### src/rtl/core/txc_pkg.sv
`timescale 1ns / 1ps
// ----------------------------------------------------------------------------
// Text console writer package
// Shared geometry, field widths, action codes and controller/datapath types.
// ----------------------------------------------------------------------------
package txc_pkg;

	// Screen geometry.
	localparam int COLUMNS = 80;
	localparam int ROWS    = 25;
	localparam int CELLS   = COLUMNS * ROWS;
	localparam int ADDR_W  = $clog2(CELLS);

	// Field widths.
	localparam int ACT_W    = 2;
	localparam int CHAR_W   = 8;
	localparam int COLOR_W  = 8;
	localparam int COL_W    = 7;
	localparam int ROW_W    = 5;
	localparam int OFFSET_W = 11;
	localparam int CELL_W   = CHAR_W + COLOR_W;

	// Actions.
	localparam logic [ACT_W-1:0] ACT_CLEAR    = 2'd0;
	localparam logic [ACT_W-1:0] ACT_PUT_CHAR = 2'd1;
	localparam logic [ACT_W-1:0] ACT_PUT_CELL = 2'd2;
	localparam logic [ACT_W-1:0] ACT_READ     = 2'd3;

	// Special characters.
	localparam logic [CHAR_W-1:0] CH_NEWLINE   = 8'd10;
	localparam logic [CHAR_W-1:0] CH_BACKSPACE = 8'd8;
	localparam logic [CHAR_W-1:0] CH_BLANK     = 8'h20;

	// Attribute after reset and the cell value of a freshly reset store.
	localparam logic [COLOR_W-1:0] RESET_COLOR = 8'h07;
	localparam logic [CELL_W-1:0]  RESET_CELL  = {RESET_COLOR, CH_BLANK};

	// Commands from the controller to the datapath.
	typedef struct packed {
		logic load;        // latch the accepted word
		logic exec;        // apply the latched action
		logic fill;        // write the fill value at the sweep counter
		logic fill_init;   // fill with the reset cell rather than the current blank
		logic copy;        // read one cell a row below for the scroll copy
		logic result_load; // load the result word
	} txc_cmd_t;

	// Status from the datapath to the controller.
	typedef struct packed {
		logic [ACT_W-1:0] action;
		logic             need_scroll;
		logic             cnt_last;
		logic             copy_last;
		logic             out_free;
	} txc_sts_t;

endpackage

### src/rtl/core/txc_ctrl.sv
`timescale 1ns / 1ps
// ----------------------------------------------------------------------------
// Text console controller
// Sequences reset clearing, actions, clear sweeps, scrolls and the result.
// ----------------------------------------------------------------------------
module txc_ctrl
	import txc_pkg::*;
(
	input  logic     clk,
	input  logic     arst_n,
	input  logic     cmd_valid,
	output logic     cmd_ready,
	input  txc_sts_t sts,
	output txc_cmd_t cmd
);

	localparam logic [2:0] ST_INIT  = 3'd0;
	localparam logic [2:0] ST_IDLE  = 3'd1;
	localparam logic [2:0] ST_EXEC  = 3'd2;
	localparam logic [2:0] ST_FILL  = 3'd3;
	localparam logic [2:0] ST_COPY  = 3'd4;
	localparam logic [2:0] ST_DRAIN = 3'd5;
	localparam logic [2:0] ST_BLANK = 3'd6;
	localparam logic [2:0] ST_DONE  = 3'd7;

	logic [2:0] state_q;
	logic [2:0] state_d;

	// Next state and command decode.
	always_comb begin
		state_d   = state_q;
		cmd       = '0;
		cmd_ready = 1'b0;
		case (state_q)
			ST_INIT: begin
				cmd.fill      = 1'b1;
				cmd.fill_init = 1'b1;
				if (sts.cnt_last) begin
					state_d = ST_IDLE;
				end
			end
			ST_IDLE: begin
				cmd_ready = 1'b1;
				if (cmd_valid) begin
					cmd.load = 1'b1;
					state_d  = ST_EXEC;
				end
			end
			ST_EXEC: begin
				cmd.exec = 1'b1;
				if (sts.action == ACT_CLEAR) begin
					state_d = ST_FILL;
				end else if (sts.action == ACT_PUT_CHAR && sts.need_scroll) begin
					state_d = ST_COPY;
				end else begin
					state_d = ST_DONE;
				end
			end
			ST_FILL: begin
				cmd.fill = 1'b1;
				if (sts.cnt_last) begin
					state_d = ST_DONE;
				end
			end
			ST_COPY: begin
				cmd.copy = 1'b1;
				if (sts.copy_last) begin
					state_d = ST_DRAIN;
				end
			end
			ST_DRAIN: begin
				// The last copied cell is written back in this cycle.
				state_d = ST_BLANK;
			end
			ST_BLANK: begin
				cmd.fill = 1'b1;
				if (sts.cnt_last) begin
					state_d = ST_DONE;
				end
			end
			ST_DONE: begin
				if (sts.out_free) begin
					cmd.result_load = 1'b1;
					state_d         = ST_IDLE;
				end
			end
			default: begin
				state_d = ST_IDLE;
			end
		endcase
	end

	// State register.
	always_ff @(posedge clk or negedge arst_n) begin
		if (!arst_n) begin
			state_q <= ST_INIT;
		end else begin
			state_q <= state_d;
		end
	end

endmodule

### config.mk
export PLATFORM = sky130hd
export DESIGN_NAME = txc_ctrl
export DESIGN_NICKNAME = d
export VERILOG_FILES = /design/src/rtl/core/txc_pkg.sv /design/src/rtl/core/txc_ctrl.sv
export SDC_FILE = /design/constraint.sdc
export NUM_CORES = 1
export LEC_CHECK = 0
export BUFFER_PORTS_ARGS = -buffer_cell sky130_fd_sc_hd__buf_2
export CAP_MARGIN = 20
export CORE_AREA = 5 5 42 44
export CTS_CLUSTER_SIZE = 8
export DETAILED_ROUTE_END_ITERATION = 8
export DIE_AREA = 0 0 47 49
export PLACE_DENSITY = 0.49
export RECOVER_POWER = 50
export SLEW_MARGIN = 15
export SYNTH_ARGS = -nofsm -noshare
export SYNTH_HDL_FRONTEND = slang
export SYNTH_SLANG_ARGS = --single-unit
### constraint.sdc
create_clock -name clk -period 2.55 [get_ports clk]
set_clock_uncertainty 0.1 [all_clocks]
set_input_delay 0.6375 -clock clk [delete_from_list [all_inputs] [get_ports clk]]
set_output_delay 0.6375 -clock clk [all_outputs]
set_load 0.05 [all_outputs]
======== Word level (Yosys, flattened, before mapping) ========
Index checks and enable logic that the tools add are counted.
word-level totals
  flip-flop bits (word level) ............. 3
  bits of input ports ..................... 9
  logic and storage cells ................. 37
operators by class
  equal/unequal tests ..................... 13
  reductions and logical operators ........ 6
  multiplexer cells ....................... 17
operator list
  operator                                        count
  case mux 3 bit (7 select lines)                 1
  two-way mux 3 bit                               6
  == test 3 bit (second input constant)           4
  two-way mux 1 bit                               9
  != test 2 bit (second input constant)           4
  == test 3 x 2 -> 1 bit (second input constant)  2
  AND reduction 5 bit                             1
  == test 3 x 1 -> 1 bit (second input constant)  1
  logical NOT 3 bit                               1
  OR reduction 3 bit                              1
  == test 2 x 1 -> 1 bit (second input constant)  1
  logical NOT 2 bit                               1
  two-way mux 2 bit                               1
  != test 2 x 1 -> 1 bit (second input constant)  1
  OR reduction 2 bit                              1
  logical AND 1 bit                               1

======== Logic depth before layout (Yosys ltp) ========
Gate-level depths: netlist (run 1).
  word-level depth ........................ 5
  mapped depth ............................ 4
  mapped depth without buffers ............ 3

======== Worst setup path after synthesis (run 1) ========
No wires, ideal clock.
  path type ............................... register -> output
  start point ............................. reg state_q[1]
  end point ............................... out cmd[5] in the netlist's numbering
  path slack .............................. -394 ps
  arrival ................................. 2207 ps
  cell stages (with the launch flop) ...... 4
  buffers on the path ..................... 1
  cells stage by stage .................... dfrtp_1 -> clkbuf_8 -> nor3_1 -> and2_1
RTL lines
  what                    RTL line        source
  start, declared         txc_ctrl.sv:26  logic [2:0] state_q;
  start signal, assigned  txc_ctrl.sv:98  state_q <= state_d;
  end, declared           txc_ctrl.sv:14  output txc_cmd_t cmd

==> metrics.txt, run 1 <==
status finished, final reports clean; Fin. Hold Viols 0; Post-Synth Simple-Gate Area 0.256; Reg-to-Reg End state_q[2]; worst vdd ir approximately 0.36 mV; Clock Sinks 3; fin crit period between 2 and 2.5 ns; Worst Hold Class in2async; maximum buffer depth of the clock tree 2; post-route cell area about 360 µm²; Rel. slew slack 0.728; CTS resizes 0; area post-placement 330 µm²; RSZ-0062 raised after global routing false; fin crit share 0.847; FMAX approximately 460 MHz; Synth Area in Compound Gates 0.251; WL final about 640 µm; DR vias/cell 4.27; M1 WL 233 µm; Post-Syn Area between 200 and 300 µm²; post-DP HPWL about 510 µm; xor-xnor portion of the synthesized cell area 0.0332; hold_ws ~0.10 ns; # DRC 0; CTS buffer count 3; drt pass-1 iters 1; Mapped Avg Cell Area 8.80 µm²; gpl congestion around 0.76; cell taking the most area after synthesis dfrtp_1; crit-path cells inv_1 -> nor3_2 -> and2_1 -> buf_2; main area contributors after synthesis dfrtp_1 (28%), clkbuf_8 (10%), a21oi_1 (5.7%); fin cells 62; sequential power share 0.270; total gr overflow 0; Placed Cells 58; vias in the first global route roughly 260; Worst Setup Start Kind register; GRT Total Usage 0.0670; share of the synthesized area in the top cell type 0.284; die footprint approximately 2300 µm²; switching share of power 0.546; area share of fa/ha/maj cells after synthesis 0; syn nets 39; internal cell power 224 µW; Synth-to-Final Area Change 34.6%; CTS clk-pin slew, worst paths 0.04 ns; Core Area roughly 1400 µm²; Util after Layout 0.254; crit-path max FO 9; Site Rows 14; Comb power frac 0.564; IO Pins 16; Max-cap violations 0; first-pass GRT wire length about 1100 µm; share of post-route cells with drive strength above 1 0.435; Post CTS Setup Buffer Count 0; CP max-delay cell dfrtp_1; pin count of the biggest net entering global routing 14; Slew @ Worst Pin approximately 0.4 ns; largest family of logic cells by synthesized area simple AND/OR/NAND/NOR gates; antenna violations before repair 0; pwr/cell area between 1000 and 1500 nW/µm²; worst path bufs/invs 2; required time of the critical path 1.81 ns; R2R depth 3; root buffer cell clkbuf_4; WL met3 ~50 µm; FF+latch count, synth 3; CTS tree yes; Final #Nets 56; number of inserted diodes 0; Syn. warnings 0; leakage 0.000173 µW; setup slack, reg-to-reg between 1 and 1.5 ns; number of flip-flops under the largest register name 3; NetSw ~270 µW; drt first-iter violations 0; synth unique cells 21; Reg with most FFs state_q; crit path kind reg2out; Top delay family on crit path flip-flops; WL per Instance 10.3 µm; Die Ht ~50 µm; Die W between 40 and 50 µm; endpoints failing setup 0; Slew Limit Fails 0; routed wire length on met2 355 µm; worst stage delay on the critical path approximately 0.50 ns; Largest regs state_q (3); post-synthesis mux area share 0; uppermost routed layer met3; Routed Antenna Nets 0; vias approximately 270; clock power share 0.165; CP Capture Type output port; H-tree levels 1; Initial Utilization 0.188; sequential fraction of the synthesis area 0.284; port bufs 15; setup TNS 0 ns; CTS Hold Bufs 0; Reg2Reg Launch Point state_q[0]; Crit path arrival time approximately 1.4 ns; Syn Inst Count 30; Skew-Pair Late Insertion Delay ~0.23 ns
==> worst reg2reg max path, cell delays in order (launching register included) <==
cell and delay, ns:
dfrtp_1 0.47, or3_1 0.40, a21oi_1 0.15, a21oi_1 0.06
==> stage by stage <==
stage | total power, µW | setup WS (ns)
after floorplan | 399 | 0.0683
after global placement | 417 | 0.587
after detailed placement | 417 | 0.598
after CTS | 506 | 0.349
after global routing | 538 | 0.284
final | 493 | 0.390
==> cell usage in the layout, fill, tap and decap left out <==
cell / instances
a21o_1: 1
a21oi_1: 3
a2bb2oi_1: 1
a31oi_1: 1
and2_1: 1
buf_2: 14
clkbuf_1: 2
clkbuf_4: 3
dfrtp_1: 3
inv_1: 2
nand2b_1: 1
nand3_1: 1
nand4bb_1: 1
nor2_1: 2
nor3_2: 2
nor3b_1: 2
o21a_1: 1
o21ai_0: 1
o21ba_2: 1
o22ai_1: 1
or3_1: 1
xor2_1: 1
==> per-layer routing <==
metal / GRT usage / up-vias
met2: 0.0882 / 8
met5: 0 / -
met3: 0.0148 / 0
met1: 0.0751 / 119
li1: - / 138
met4: 0.0829 / 0
==> cell type report <==
class                           instances  area, µm²
Fill cell                             176       1050
Multi-Input combinational cell         22        153
Sequential cell                         3       75.1
Timing Repair Buffer                   15       73.8
Clock buffer                            4       26.3
Tap cell                               16       20.0
Inverter                                2       7.51
==> logic make-up after synthesis <==
group | count (synthesis)
AO/OA/AOI/OAI | 10
AND/OR/NAND/NOR | 11
buffers and inverters | 5
flip-flops | 3
XOR/XNOR | 1
==> power groups by stage <==
stage	Sequential, µW	Clock, µW	Combinational, µW
floorplan	81.7	0	318
global placement	136	0	281
detailed placement	136	0	282
CTS	135	87.8	282
global route	142	95.2	301
finish	133	81.6	278
==> Yosys cell counts (all sizes together) <==
cell type / number
a21oi: 3
dfrtp: 3
clkbuf: 2
inv: 2
nor2: 2
nor3: 2
nor3b: 2
a21o: 1
a2bb2oi: 1
a31oi: 1
and2: 1
buf: 1
nand2b: 1
nand3: 1
nand4bb: 1
o21a: 1
o21ai: 1
o21ba: 1
o22ai: 1
or3: 1
xor2: 1
==> worst max-delay path by stage <==
stage	start	to	slack, ns	depth (start not counted)
final	state_q[0]	cmd[5]	0.39	4
after global routing	state_q[0]	cmd[5]	0.28	4
after CTS	state_q[0]	cmd[5]	0.35	4
after detailed placement	sts[0]	cmd[0]	0.60	4
after global placement	sts[0]	cmd[0]	0.59	4
after floorplan	state_q[1]	cmd[5]	0.07	3
(Power assumes the default switching activity.)
==> run 2: changes to the inputs <==
==> constraint.sdc (replaced) <==
create_clock -name clk -period 2.24 [get_ports clk]
set_clock_uncertainty 0.1 [all_clocks]
set_input_delay 0.56 -clock clk [delete_from_list [all_inputs] [get_ports clk]]
set_output_delay 0.56 -clock clk [all_outputs]
set_load 0.05 [all_outputs]
==> metrics.txt, run 2 (same netlist as run 1, synthesis figures left out) <==
Placed Cells 59; pwr/cell area 1570 nW/µm²; FMAX between 400 and 500 MHz; CTS resizes 0; RSZ-0062 raised after global routing false; setup TNS 0 ns; first-pass GRT wire length between 1000 and 1500 µm; area post-placement 354 µm²; IO Pins 16; share of post-route cells with drive strength above 1 0.489; Clock Sinks 3; WL final 649 µm; crit path from state_q[2]; WL per Instance 10.3 µm; pin count of the biggest net entering global routing 14; vias in the first global route approximately 290; Slew Limit Fails 0; fin cells 63; Site Rows 14; number of flip-flops under the largest register name 3; Reg-to-Reg End state_q[2]; Worst Hold Class in2async; status finished, final reports clean; Initial Utilization 0.188; root buffer cell clkbuf_4; Design Power around 600 µW; die footprint roughly 2300 µm²; CTS Hold Bufs 0; Crit path arrival time 1.40 ns; most common cell after layout, fill and taps aside buf_2; # DRC 0; crit path kind reg2out; Die Ht 49 µm; Core Area about 1400 µm²; required time of the critical path approximately 1.6 ns; number of inserted diodes 0; Skew-Pair Late Insertion Delay around 0.23 ns; CTS tree yes; Reg2Reg Launch Point state_q[0]; worst vdd ir 0.527 mV; fin crit share 0.919; commonest non-fill, non-tap cells in the layout buf_2 (14), a21oi_1 (3), clkbuf_4 (3), dfrtp_1 (3); gpl congestion 0.736; worst setup path end cmd[0]; maximum buffer depth of the clock tree 2; Final #Nets between 50 and 60; Max-cap violations 0; CP Capture Type output port; antenna violations before repair 0; Reg with most FFs state_q; Worst Setup Start Kind register; GRT Total Usage 0.0691; Synth-to-Final Area Change 43.6%; fin crit period roughly 2.1 ns; DR vias/cell 4.30; Rel. slew slack 0.702; H-tree levels 1; setup slack, reg-to-reg slightly above 0.9 ns; crit-path max FO 13; Slew @ Worst Pin between 0.4 and 0.5 ns; R2R depth 4; port bufs 15; leakage 0.000183 µW; CTS buffer count 3; Die W approximately 47 µm; vias 271; Post CTS Setup Buffer Count 0; total gr overflow 0; CTS clk-pin slew, worst paths 0.04 ns; post-route cell area roughly 380 µm²; drt pass-1 iters 2; drt first-iter violations 2; Fin. Hold Viols 0; Largest regs state_q (3); endpoints failing setup 0; Routed Antenna Nets 0
run 2: layout make-up:
class / instances / area, µm²
clock buffers: 4 / 26.3
fillers: 169 / 1020
inverters: 2 / 7.51
multi-input cells: 22 / 169
flip-flops and latches: 3 / 75.1
well taps: 16 / 20.0
repair buffers: 16 / 81.3
run 2: where the power goes:
group,internal [µW],total (µW),switching (µW)
Sequential,78.2,141,63.1
Combinational,126,362,236
Clock,66.6,92.2,25.6
Total,271,596,325
run 2: metal layers:
layer / vias to the layer above / global-route usage / part of all wire
met5: - / 0 / 0
met4: 0 / 0.0138 / 0
met3: 0 / 0.0517 / 0.10
met2: 13 / 0.102 / 0.46
met1: 119 / 0.0795 / 0.43
li1: 139 / - / -
run 2: worst min path at each step:
stage | slack [ns] | to | from | depth (start not counted)
after floorplan | 0.16 | state_q[0] | arst_n | 0
final | 0.03 | state_q[2] | arst_n | 1
after global placement | 0.26 | state_q[1] | arst_n | 1
after CTS | 0.01 | state_q[2] | arst_n | 1
after detailed placement | 0.26 | state_q[0] | arst_n | 1
after global routing | 0.03 | state_q[2] | arst_n | 1
run 2: stage by stage:
stage               utilization  hold slack (ns)  worst slack [ns]
floorplan                     -            0.164           -0.0657
global placement          0.253            0.257             0.414
detailed placement        0.253            0.259             0.392
CTS                       0.271           0.0144             0.151
global route              0.271           0.0290            0.0751
finish                    0.271           0.0325             0.181
run 2: critical path: stages, from the launching register on:
cell and delay [ns]:
dfrtp_1 0.61, nand3_1 0.15, nor2_1 0.13, buf_2 0.28
